==> config.mk <==
export PLATFORM = sky130hd
export DESIGN_NAME = image_header_size_sniffer
export DESIGN_NICKNAME = d
export VERILOG_FILES = /design/src/design/ihs_pkg.sv /design/src/design/ihs_parser.sv /design/src/design/image_header_size_sniffer.sv
export SDC_FILE = /design/constraint.sdc
export NUM_CORES = 1
export LEC_CHECK = 0
export ABC_CLOCK_PERIOD_IN_PS = 13100
export BUFFER_PORTS_ARGS = -buffer_cell sky130_fd_sc_hd__buf_2
export CORE_MARGIN = 5
export CORE_UTILIZATION = 45
export CTS_BUF_LIST = sky130_fd_sc_hd__clkbuf_2
export DETAILED_ROUTE_END_ITERATION = 10
export GPL_TIMING_DRIVEN = 0
export MAX_ROUTING_LAYER = met4
export PLACE_DENSITY = 0.61
export SLEW_MARGIN = 20
export SYNTH_ARGS = -nofsm -noshare
export SYNTH_HDL_FRONTEND = slang
export SYNTH_SLANG_ARGS = --single-unit
==> constraint.sdc <==
create_clock -name clk_i -period 13.1 [get_ports clk_i]
set_input_delay 0.655 -clock clk_i [delete_from_list [all_inputs] [get_ports clk_i]]
set_output_delay 0.655 -clock clk_i [all_outputs]
set_load 0.1 [all_outputs]
==> src/design/ihs_pkg.sv <==
// Shared types and constants for the image header size sniffer.
// Holds format and status codes, magic values and the result record.
// No dependencies.
`timescale 1ns / 1ps

package ihs_pkg;

  localparam logic [1:0] FMT_NONE = 2'd0;
  localparam logic [1:0] FMT_PNG  = 2'd1;
  localparam logic [1:0] FMT_JPEG = 2'd2;

  localparam logic [1:0] ST_OK        = 2'd0;
  localparam logic [1:0] ST_UNKNOWN   = 2'd1;
  localparam logic [1:0] ST_BAD_JPEG  = 2'd2;
  localparam logic [1:0] ST_TRUNCATED = 2'd3;

  localparam logic [31:0] PNG_MAGIC     = 32'h8950_4E47;
  localparam logic [15:0] JPEG_SOI      = 16'hFFD8;
  localparam logic [7:0]  MARKER_PREFIX = 8'hFF;
  localparam logic [7:0]  SOF0          = 8'hC0;
  localparam logic [7:0]  SOF1          = 8'hC1;
  localparam logic [7:0]  SOF2          = 8'hC2;
  localparam logic [7:0]  SOF3          = 8'hC3;

  localparam logic [4:0] MAGIC_LEN     = 5'd4;
  localparam logic [4:0] PNG_DIM_START = 5'd16;
  localparam logic [4:0] PNG_DIM_END   = 5'd24;
  localparam logic [4:0] JPEG_DIM_LEN  = 5'd4;
  localparam logic [15:0] SOF_PAD      = 16'd3;
  localparam logic [15:0] MIN_SEG_LEN  = 16'd2;

  typedef struct packed {
    logic [1:0]  fmt;
    logic [31:0] width;
    logic [31:0] height;
    logic [1:0]  status;
  } result_t;

endpackage

==> src/design/ihs_parser.sv <==
// Byte-wise header parser: holds the parse state and forms at most one
// result per accepted byte, combinationally. Depends on ihs_pkg.
`timescale 1ns / 1ps

module ihs_parser (
  input  logic             clk_i,
  input  logic             rst_ni,
  input  logic             byte_valid_i,
  input  logic [7:0]       data_byte_i,
  input  logic             last_byte_i,
  output logic             res_valid_o,
  output ihs_pkg::result_t res_o
);

  typedef enum logic [3:0] {
    PH_MAGIC,
    PH_PNG,
    PH_MARK0,
    PH_MARK1,
    PH_LEN0,
    PH_LEN1,
    PH_SKIP,
    PH_SOFSKIP,
    PH_DIM,
    PH_DONE
  } phase_e;

  phase_e      phase_q, phase_d;
  logic [4:0]  off_q, off_d;
  logic [31:0] magic_q, magic_d;
  logic [15:0] skip_q, skip_d;
  logic [63:0] shift_q, shift_d;

  logic        hit;
  logic [4:0]  off_inc;
  logic [31:0] magic_nxt;
  logic [63:0] png_shift;
  logic [31:0] dim_shift;
  logic [15:0] seg_len;
  logic [15:0] skip_dec;
  logic        is_sof;

  assign off_inc   = off_q + 5'd1;
  assign magic_nxt = {magic_q[23:0], data_byte_i};
  assign png_shift = (off_q >= ihs_pkg::PNG_DIM_START) ? {shift_q[55:0], data_byte_i}
                                                       : shift_q;
  assign dim_shift = {shift_q[23:0], data_byte_i};
  assign seg_len   = skip_q | {8'h00, data_byte_i};
  assign skip_dec  = skip_q - 16'd1;
  assign is_sof    = data_byte_i inside {ihs_pkg::SOF0, ihs_pkg::SOF1,
                                         ihs_pkg::SOF2, ihs_pkg::SOF3};

  always_comb begin
    phase_d = phase_q;
    off_d   = off_q;
    magic_d = magic_q;
    skip_d  = skip_q;
    shift_d = shift_q;
    hit     = 1'b0;
    res_o   = '0;

    case (phase_q)
      PH_MAGIC: begin
        magic_d = magic_nxt;
        off_d   = off_inc;
        if (off_inc >= ihs_pkg::MAGIC_LEN) begin
          if (magic_nxt == ihs_pkg::PNG_MAGIC) begin
            phase_d = PH_PNG;
          end else if (magic_nxt[31:16] == ihs_pkg::JPEG_SOI) begin
            // bytes 2 and 3 start the marker walk in the same cycle
            if (magic_nxt[15:8] != ihs_pkg::MARKER_PREFIX) begin
              hit         = 1'b1;
              res_o.fmt   = ihs_pkg::FMT_JPEG;
              res_o.status = ihs_pkg::ST_BAD_JPEG;
              phase_d     = PH_DONE;
            end else if (is_sof) begin
              skip_d  = ihs_pkg::SOF_PAD;
              phase_d = PH_SOFSKIP;
            end else begin
              phase_d = PH_LEN0;
            end
          end else begin
            hit          = 1'b1;
            res_o.fmt    = ihs_pkg::FMT_NONE;
            res_o.status = ihs_pkg::ST_UNKNOWN;
            phase_d      = PH_DONE;
          end
        end
      end
      PH_PNG: begin
        shift_d = png_shift;
        off_d   = off_inc;
        if (off_inc >= ihs_pkg::PNG_DIM_END) begin
          hit          = 1'b1;
          res_o.fmt    = ihs_pkg::FMT_PNG;
          res_o.width  = png_shift[63:32];
          res_o.height = png_shift[31:0];
          res_o.status = ihs_pkg::ST_OK;
          phase_d      = PH_DONE;
        end
      end
      PH_MARK0: begin
        if (data_byte_i != ihs_pkg::MARKER_PREFIX) begin
          hit          = 1'b1;
          res_o.fmt    = ihs_pkg::FMT_JPEG;
          res_o.status = ihs_pkg::ST_BAD_JPEG;
          phase_d      = PH_DONE;
        end else begin
          phase_d = PH_MARK1;
        end
      end
      PH_MARK1: begin
        if (is_sof) begin
          skip_d  = ihs_pkg::SOF_PAD;
          phase_d = PH_SOFSKIP;
        end else begin
          phase_d = PH_LEN0;
        end
      end
      PH_LEN0: begin
        skip_d  = {data_byte_i, 8'h00};
        phase_d = PH_LEN1;
      end
      PH_LEN1: begin
        if (seg_len < ihs_pkg::MIN_SEG_LEN) begin
          hit          = 1'b1;
          res_o.fmt    = ihs_pkg::FMT_JPEG;
          res_o.status = ihs_pkg::ST_BAD_JPEG;
          phase_d      = PH_DONE;
        end else begin
          skip_d  = seg_len - ihs_pkg::MIN_SEG_LEN;
          phase_d = (seg_len == ihs_pkg::MIN_SEG_LEN) ? PH_MARK0 : PH_SKIP;
        end
      end
      PH_SKIP: begin
        skip_d = skip_dec;
        if (skip_dec == 16'd0) begin
          phase_d = PH_MARK0;
        end
      end
      PH_SOFSKIP: begin
        skip_d = skip_dec;
        if (skip_dec == 16'd0) begin
          off_d   = 5'd0;
          shift_d = '0;
          phase_d = PH_DIM;
        end
      end
      PH_DIM: begin
        shift_d = {32'h0, dim_shift};
        off_d   = off_inc;
        if (off_inc >= ihs_pkg::JPEG_DIM_LEN) begin
          hit          = 1'b1;
          res_o.fmt    = ihs_pkg::FMT_JPEG;
          res_o.width  = {16'h0, dim_shift[15:0]};
          res_o.height = {16'h0, dim_shift[31:16]};
          res_o.status = ihs_pkg::ST_OK;
          phase_d      = PH_DONE;
        end
      end
      default: begin
      end
    endcase

    if (last_byte_i) begin
      if (!hit && (phase_q != PH_DONE)) begin
        hit          = 1'b1;
        res_o        = '0;
        res_o.status = ihs_pkg::ST_TRUNCATED;
        case (phase_d)
          PH_MAGIC: res_o.fmt = ihs_pkg::FMT_NONE;
          PH_PNG:   res_o.fmt = ihs_pkg::FMT_PNG;
          default:  res_o.fmt = ihs_pkg::FMT_JPEG;
        endcase
      end
      phase_d = PH_MAGIC;
      off_d   = 5'd0;
      magic_d = '0;
      skip_d  = '0;
      shift_d = '0;
    end
  end

  assign res_valid_o = byte_valid_i & hit;

  always_ff @(posedge clk_i or negedge rst_ni) begin
    if (!rst_ni) begin
      phase_q <= PH_MAGIC;
      off_q   <= 5'd0;
      magic_q <= '0;
      skip_q  <= '0;
      shift_q <= '0;
    end else if (byte_valid_i) begin
      phase_q <= phase_d;
      off_q   <= off_d;
      magic_q <= magic_d;
      skip_q  <= skip_d;
      shift_q <= shift_d;
    end
  end

`ifndef SYNTHESIS
  a_rearm: assert property (@(posedge clk_i) disable iff (!rst_ni)
    byte_valid_i && last_byte_i |=> phase_q == PH_MAGIC && off_q == 5'd0)
    else $error("parser did not re-arm after last byte");

  a_quiet_after_done: assert property (@(posedge clk_i) disable iff (!rst_ni)
    byte_valid_i && !last_byte_i && phase_q == PH_DONE |-> !res_valid_o)
    else $error("result after decision");

  a_done_on_result: assert property (@(posedge clk_i) disable iff (!rst_ni)
    res_valid_o && !last_byte_i |=> phase_q == PH_DONE)
    else $error("result given without reaching done");
`endif

endmodule

==> src/design/image_header_size_sniffer.sv <==
// Image header size sniffer: PNG/JPEG dimension parser with a buffered
// result channel. Depends on ihs_pkg and ihs_parser.
`timescale 1ns / 1ps

// One byte is taken per cycle, sustained, and each byte updates the parse
// state in that same cycle; the single result of a file is registered on
// the output from the byte that decides it (or the last byte).
// A result register plus one skid entry sit on the output, so input keeps
// flowing while a result waits; input stalls only when both are full.
// The rate is set by the parse state update per accepted byte. Reset is
// asynchronous, active low, and leaves the parser awaiting a file's first
// byte.
module image_header_size_sniffer (
  input  logic        clk_i,
  input  logic        rst_ni,
  input  logic        in_valid_i,
  output logic        in_ready_o,
  input  logic [7:0]  data_byte_i,
  input  logic        last_byte_i,
  output logic        out_valid_o,
  input  logic        out_ready_i,
  output logic [1:0]  format_o,
  output logic [31:0] width_o,
  output logic [31:0] height_o,
  output logic [1:0]  status_o
);

  logic             accept;
  logic             res_valid;
  ihs_pkg::result_t res;

  logic             out_valid_q, out_valid_d;
  logic             skid_valid_q, skid_valid_d;
  ihs_pkg::result_t out_q, out_d;
  ihs_pkg::result_t skid_q, skid_d;
  logic             out_free;

  assign in_ready_o = !skid_valid_q;
  assign accept     = in_valid_i & in_ready_o;

  ihs_parser u_parser (
    .clk_i        (clk_i),
    .rst_ni       (rst_ni),
    .byte_valid_i (accept),
    .data_byte_i  (data_byte_i),
    .last_byte_i  (last_byte_i),
    .res_valid_o  (res_valid),
    .res_o        (res)
  );

  assign out_free = !out_valid_q || out_ready_i;

  always_comb begin
    out_valid_d  = out_valid_q;
    skid_valid_d = skid_valid_q;
    out_d        = out_q;
    skid_d       = skid_q;
    if (out_free) begin
      if (skid_valid_q) begin
        out_d        = skid_q;
        out_valid_d  = 1'b1;
        skid_valid_d = 1'b0;
      end else begin
        out_d       = res;
        out_valid_d = res_valid;
      end
    end else if (res_valid) begin
      skid_d       = res;
      skid_valid_d = 1'b1;
    end
  end

  always_ff @(posedge clk_i or negedge rst_ni) begin
    if (!rst_ni) begin
      out_valid_q  <= 1'b0;
      skid_valid_q <= 1'b0;
    end else begin
      out_valid_q  <= out_valid_d;
      skid_valid_q <= skid_valid_d;
    end
  end

  always_ff @(posedge clk_i) begin
    out_q  <= out_d;
    skid_q <= skid_d;
  end

  assign out_valid_o = out_valid_q;
  assign format_o    = out_q.fmt;
  assign width_o     = out_q.width;
  assign height_o    = out_q.height;
  assign status_o    = out_q.status;

`ifndef SYNTHESIS
  a_skid_behind_out: assert property (@(posedge clk_i) disable iff (!rst_ni)
    skid_valid_q |-> out_valid_q)
    else $error("skid entry held while output empty");

  a_skid_fill_on_stall: assert property (@(posedge clk_i) disable iff (!rst_ni)
    !skid_valid_q ##1 skid_valid_q |-> $past(out_valid_q && !out_ready_i && res_valid))
    else $error("skid filled without an output stall");

  a_no_result_drop: assert property (@(posedge clk_i) disable iff (!rst_ni)
    res_valid && out_valid_q && !out_ready_i |=> skid_valid_q)
    else $error("result lost on stalled output");
`endif

endmodule

==> flow_metrics.tcl, run 1 <==
set metrics [dict create \
    met2_usage_pct 34.32 \
    area_growth_pct 13.27 \
    fp.dieH_um 173.3 \
    dp.final_hpwl_um 22360 \
    cts_resized 0 \
    layout_common_cells "136 x edfxtp_1, 115 x dfrtp_1, 106 x nand2_1" \
    endpoint_kind "flop" \
    timing.fmax_mhz 235.3 \
    cpMaxStageDelayCell "nor4bb_1" \
    crit_family "simple AND/OR/NAND/NOR gates" \
    whs_path_depth 3 \
    final_common_cell "edfxtp_1" \
    rsz0062_at_grt "no" \
    start_kind "flop" \
    wl_um 32630 \
    tns_ns 0 \
    rr_worst_depth 10 \
    grt_antenna_before_repair 1 \
    grt_pass1_wl_um 51680 \
    cts_tree "built" \
    num_vias 9263 \
    clock_latency_ns 0.83 \
    swShare_pct 46.91 \
    syn_inst 1032 \
    gp_congestion 0.9470 \
    core_area_um2 26130 \
    p_int_mw 1.498 \
    grt_util_met3_pct 4.602 \
    crit_cells 10 \
    path_cells "nor4bb_1 -> nand3_1 -> o31ai_1 -> nor2b_1 -> nand4_1 -> nor3b_2 -> buf_6 -> buf_4 -> buf_4 -> buf_4" \
    seqPwrFrac_pct 38.4 \
    grt_max_degree 75 \
    yosys_warnings 0 \
    use_met1_pct 28.61 \
    path_clk_slew_ns 0.11 \
    path_common_cell "buf_4" \
    max_cap_violations 0 \
    cp.arrival_ns 4.76 \
    cts_buffers 68 \
    p_switching_mw 1.324 \
    syn_area_per_cell_um2 11.63 \
    holdWs_ns 0.09780 \
    rows 59 \
    drive_gt1_share_pct 20.40 \
    syn_area_um2 12000 \
    cts.path.max_buffers 3 \
    status "finished, final reports clean" \
    ys_types 72 \
    grt_usage_pct 22.02 \
    synth_edf_count 136 \
    path_class "flop to flop" \
    worstMarginPinSlew_ns 1.059 \
    viasPerCell 5.878 \
    first_global_vias 9125 \
    p_per_area_nw_per_um2 207.6 \
    ir_drop_mv 0.1268 \
    worstPathRequired_ns 13.61 \
    finalHoldViolCount 0 \
    hold_class "primary input to flop" \
    die_x_um 173.3 \
    max_slew_margin_pct 28.74 \
    grt-ovfl-total 0 \
    path_buf_inv 4 \
    num_io_pins 83 \
    min_period_over_period_pct 32.44 \
    nets 1209 \
    ys_ff_latch 251 \
    die-area_um2 30040 \
    synth_flop_cell "edfxtp_1" \
    drc 0 \
    synthArstFlopShare_pct 45.82 \
    fin_worst_skew_ns 0.06273 \
    grt-busiest-layer "met2" \
    io_buffers 79 \
    drv_slew 0 \
    ys_seq_area_share_pct 58.01 \
    cts.sinks 251 \
    ant_nets 0 \
    cts-root-buf "clkbuf_2" \
    cpPeakStageDelay_ns 0.90 \
    routedWlPerCell_um 20.71 \
    comb_power_share_pct 41.4 \
    drtIter0Drc 727 \
    htree_levels 3 \
    synth_fp_nets 1050 \
    first_pass_iters 5 \
    setup_violations 0 \
    p_clk_share_pct 20.2 \
    leakagePower_nw 5.429 \
    cp_max_fo 11 \
    start_util_pct 45.93 \
    min_period_ns 4.250 \
]
-- Yosys cell counts (4+ instances only) --
cell type / count / share of area, %
edfxtp_1: 136 / 34
dfrtp_1: 115 / 24
nand2_1: 106 / 3.3
a22o_1: 89 / 6.5
nor2_1: 70 / 2.2
mux2i_1: 65 / 5.4
clkbuf_1: 62 / 1.9
o21ai_0: 60 / 2.5
o31ai_1: 44 / 2.8
mux2_2: 36 / 3.4
a21oi_1: 26 / 1.1
nor3_1: 18 / 0.75
nand3_1: 17 / 0.71
o21ai_1: 15 / 0.63
nand4_1: 12 / 0.63
inv_1: 10 / 0.31
nor4_1: 10 / 0.52
buf_1: 9 / 0.28
buf_6: 7 / 0.66
nor2b_1: 7 / 0.36
xnor2_1: 7 / 0.51
a22oi_1: 6 / 0.38
a31oi_1: 6 / 0.31
nor4b_1: 6 / 0.44
and3_1: 5 / 0.26
ha_1: 5 / 0.52
o211ai_1: 5 / 0.31
buf_2: 4 / 0.17
nand2b_1: 4 / 0.21
o21a_1: 4 / 0.25
o22ai_1: 4 / 0.21
or3_1: 4 / 0.21
-- repair_timing --
action / in CTS / in global routing
hold buffers: 1 / 0
buffers inserted: 0 / 0
hold endpoints to repair: 41 / 0
-- sequential cells by signal, indices dropped and copies added, names as in the netlist --
signal and flops:
u_parser.phase_q 4, format_o 2, height_o 32, u_parser.off_q 5
out_valid_o 1, skid_q 68, u_parser.shift_q 64, width_o 32
skid_valid_q 1, u_parser.skip_q 16, status_o 2, u_parser.magic_q 24
-- cells by family (layout without fill, tap and decap cells) --
family                     Yosys count  count (layout)  share of synthesized area, %
muxes                              102             102                         8.893
other                                0               1                             0
buffers and inverters               94             302                         3.451
xor gates and xnor gates            10              10                        0.7298
and+or+nand+nor                    278             278                         11.00
adders and majority gates            5               5                        0.5213
AOI/OAI and AO/OA                  292             292                         17.40
DFF                                251             251                         58.01
-- metal layers --
layer  vias to the layer above  share of wire, %
li1                       4299                 -
met1                      4493                43
met2                       387                47
met3                        84               6.4
met4                         0               3.0
met5                         -                 0
-- worst reg2reg max path, stage by stage (launching register included) --
cell and delay (ns):
dfrtp_1 0.48, nor4bb_1 0.90, nand3_1 0.35, o31ai_1 0.52
nor2b_1 0.14, nand4_1 0.17, nor3b_2 0.57, buf_6 0.24
buf_4 0.18, buf_4 0.21, buf_4 0.22
-- metrics by stage --
step | utilization, % | power [mW] | area, µm² | worst slack [ns] | cells
6_report | 52.02 | 2.822 | 13590 | 8.850 | 1576
5_1_grt | 52.02 | 2.968 | 13590 | 8.653 | 1576
4_1_cts | 52.01 | 2.846 | 13590 | 8.926 | 1575
3_5_place_dp | 49.55 | 2.266 | 12950 | 8.631 | 1455
3_3_place_gp | 49.04 | 2.260 | 12820 | 1.805 | 1446
2_1_floorplan | - | 2.033 | 12000 | 4.620 | 1032
-- power groups by stage --
| stage | Clock [mW] | Combinational [mW] | Sequential (mW) |
|---|---|---|---|
| after floorplan | 0 | 0.409 | 1.62 |
| after global placement | 0 | 1.15 | 1.11 |
| after detailed placement | 0 | 1.17 | 1.10 |
| after CTS | 0.594 | 1.17 | 1.08 |
| after global routing | 0.637 | 1.23 | 1.10 |
| final | 0.571 | 1.17 | 1.08 |
-- cell type report --
type,instances,area [µm²]
clock inverter,21,141.4
multi-input combinational,687,4649
buffer,83,372.9
inverter,11,41.29
timing repair buffer,89,515.5
sequential,251,6962
antenna,1,2.502
fill,2459,12540
clock buffer,98,490.5
tap,335,419.2
-- path summary, 6_finish.rpt --
check / slack [ns] / from / end
max in group asynchronous: 12.03 / rst_ni / u_parser.shift_q[1]
min in group asynchronous: 0.32 / rst_ni / u_parser.magic_q[23]
worst max-delay path: 8.85 / u_parser.phase_q[3] / skid_q[24]
worst min register to register: 0.46 / u_parser.magic_q[13] / u_parser.magic_q[21]
worst max register to register: 8.85 / u_parser.phase_q[3] / skid_q[24]
worst min-delay path: 0.1 / in_valid_i / out_valid_o
No activity file was read; power rests on OpenSTA's default activity.
==> inputs of run 2 (changes only) <==
--- a/config.mk
+++ b/config.mk
@@ -5,7 +5,8 @@
 export SDC_FILE = /design/constraint.sdc
 export NUM_CORES = 1
 export LEC_CHECK = 0
-export ABC_CLOCK_PERIOD_IN_PS = 13100
+export ABC_AREA = 1
+export ABC_CLOCK_PERIOD_IN_PS = 3900
 export BUFFER_PORTS_ARGS = -buffer_cell sky130_fd_sc_hd__buf_2
 export CORE_MARGIN = 5
 export CORE_UTILIZATION = 45
@@ -13,7 +14,7 @@
 export DETAILED_ROUTE_END_ITERATION = 10
 export GPL_TIMING_DRIVEN = 0
 export MAX_ROUTING_LAYER = met4
-export PLACE_DENSITY = 0.61
+export PLACE_DENSITY = 0.64
 export SLEW_MARGIN = 20
 export SYNTH_ARGS = -nofsm -noshare
 export SYNTH_HDL_FRONTEND = slang
==> constraint.sdc (replaced) <==
create_clock -name clk_i -period 3.9 [get_ports clk_i]
set_input_delay 0.195 -clock clk_i [delete_from_list [all_inputs] [get_ports clk_i]]
set_output_delay 0.195 -clock clk_i [all_outputs]
set_load 0.1 [all_outputs]
==> flow_metrics.tcl, run 2 <==
set metrics [dict create \
    status "finished, final reports clean" \
    yosysTopAreaCell "edfxtp_1" \
    worstMarginPinSlew_ns 0.8242 \
    max_cap_violations 0 \
    area_growth_pct 14.09 \
    grt_max_degree 76 \
    rsz0062_at_grt "no" \
    cts_buffers 68 \
    p_clk_share_pct 18.5 \
    ys_seq_area_share_pct 54.81 \
    wl_um 36280 \
    first_global_vias 11014 \
    io_buffers 77 \
    syn_inst 1503 \
    grt-ovfl-total 0 \
    gp_congestion 0.9564 \
    path_clk_slew_ns 0.10 \
    final_util_pct 52.01 \
    max_slew_margin_pct 45.05 \
    dp.cells 1962 \
    reg2reg_slack_ns 0.55 \
    num_io_pins 83 \
    die-area_um2 31680 \
    grt_pass1_wl_um 57870 \
    nets 1685 \
    power_mw 10.76 \
    p_int_mw 5.259 \
    comb_power_share_pct 46.2 \
    first_pass_iters 5 \
    viasPerCell 5.329 \
    min_period_ns 3.347 \
    htree_levels 3 \
    ant_nets 0 \
    top_register "skid_q" \
    cts-root-buf "clkbuf_2" \
    synth_top_area_share_pct 32.15 \
    p_per_area_nw_per_um2 742.3 \
    cp_max_fo 28 \
    fin_worst_skew_ns 0.07060 \
    fin_area_um2 14490 \
    syn_area_um2 12700 \
    clock_latency_ns 0.86 \
    drtIter0Drc 888 \
    placed_cell_area_um2 13670 \
    core_area_um2 27860 \
    stdcell_count 2102 \
    cts_tree "built" \
    tns_ns 0 \
    synth_fp_nets 1521 \
    rr_worst_depth 10 \
    synth_flop_cell "edfxtp_1" \
    synth_most_common_cell "nand2_1" \
    synthTopCellsByArea "edfxtp_1 32%, dfrtp_1 23%, nand2_1 14%" \
    min_period_over_period_pct 85.82 \
    swShare_pct 51.10 \
    top_regs "skid_q (68), u_parser.shift_q (64)" \
    ys_ff_latch 251 \
    cts.sinks 251 \
    rows 61 \
    start_util_pct 45.59 \
    setup_violations 0 \
    ir_drop_mv 0.5632 \
    dp.final_hpwl_um 25610 \
    drive_gt1_share_pct 13.76 \
    routedWlPerCell_um 17.26 \
    drc 0 \
    drv_slew 0 \
    synth_edf_count 136 \
    whs_path_depth 3 \
    layout_setup_ws_ns 0.5528 \
    cts.path.max_buffers 3 \
    dp_slack_ns 0.5996 \
    timing.rr.end "skid_q[13]" \
    num_vias 11201 \
    synthArstFlopShare_pct 45.82 \
    yosys_warnings 0 \
    cts_resized 0 \
    leakagePower_nw 6.243 \
    seqPwrFrac_pct 35.4 \
    hold_class "primary input to flop" \
    finalHoldViolCount 0 \
    grt_usage_pct 23.74 \
    largest_reg_flops 68 \
    start_kind "flop" \
    endpoint_kind "flop" \
    cp.arrival_ns 3.85 \
    ys_types 37 \
    die_x_um 178 \
    grt_antenna_before_repair 1 \
    holdWs_ns 0.09628 \
    p_switching_mw 5.497 \
    timing.fmax_mhz 298.8 \
    worstPathRequired_ns 4.40 \
    fp.dieH_um 178 \
    final_common_cell "nand2_1" \
    path_class "flop to flop" \
    r2r-start "u_parser.phase_q[1]" \
    ys_top_cells_by_count "489 x nand2_1, 173 x inv_1, 148 x o21ai_0" \
    hp-start "data_byte_i[0]" \
    min_to "u_parser.magic_q[0]" \
    layout_common_cells "488 x nand2_1, 173 x inv_1, 148 x o21ai_0" \
    syn_area_per_cell_um2 8.450 \
]
==> run 2: power groups by stage <==
stage,registers (mW),clock network [mW],logic [mW]
floorplan,5.66,0,1.94
global placement,3.85,0,4.87
detailed placement,3.85,0,4.93
CTS,3.80,2.06,4.95
global route,3.85,2.20,5.29
finish,3.80,1.99,4.96
==> run 2: worst max-delay path by stage <==
stage,cells past startpoint,from,to
finish,10,u_parser.phase_q[1],skid_q[13]
global route,10,u_parser.phase_q[1],skid_q[9]
CTS,10,u_parser.phase_q[1],skid_q[11]
detailed placement,11,data_byte_i[5],skid_q[34]
global placement,10,data_byte_i[4],skid_q[34]
floorplan,2,out_valid_o,skid_q[0]
==> run 2: layout make-up <==
cell class	count	area [µm²]
Antenna cell	1	2.502
Buffer	84	356.6
Clock buffer	110	550.5
Clock inverter	16	128.9
Fill cell	2695	13370
Inverter	176	660.6
Multi-Input combinational cell	992	4737
Sequential cell	251	6962
Tap cell	378	473.0
Timing Repair Buffer	94	619.3
==> run 2: logic make-up after synthesis <==
logic type	count (synthesis)	share of synthesized area [%]
DFF	251	54.81
xor gates and xnor gates	6	0.4137
adders and majority gates	5	0.4926
buffers and inverters	260	8.009
and+or+nand+nor	683	21.62
AOI/OAI and AO/OA	298	14.65
==> run 2: routing by layer <==
metal	up-vias	GRT usage [%]	wire length, µm
met4	0	9.700	1155
met5	-	-	0
li1	5410	-	-
met2	409	38.35	17670
met3	87	4.048	2384
met1	5295	29.89	15070
==> run 2: worst max-delay path: stages, from the launching register on <==
cell     delay, ns
dfrtp_1       0.41
inv_1         0.16
nand2_1       0.17
nor2_1        0.30
nand3_1       0.62
nand2_1       0.27
nor2_1        0.09
nand2_1       0.07
o21ai_0       0.17
nor2_4        0.50
buf_12        0.26
==> run 2: timing repair <==
item / CTS / global route
endpoints found under the hold margin: 152 / 0
hold buffers: 13 / 0
setup buffers: 0 / 0
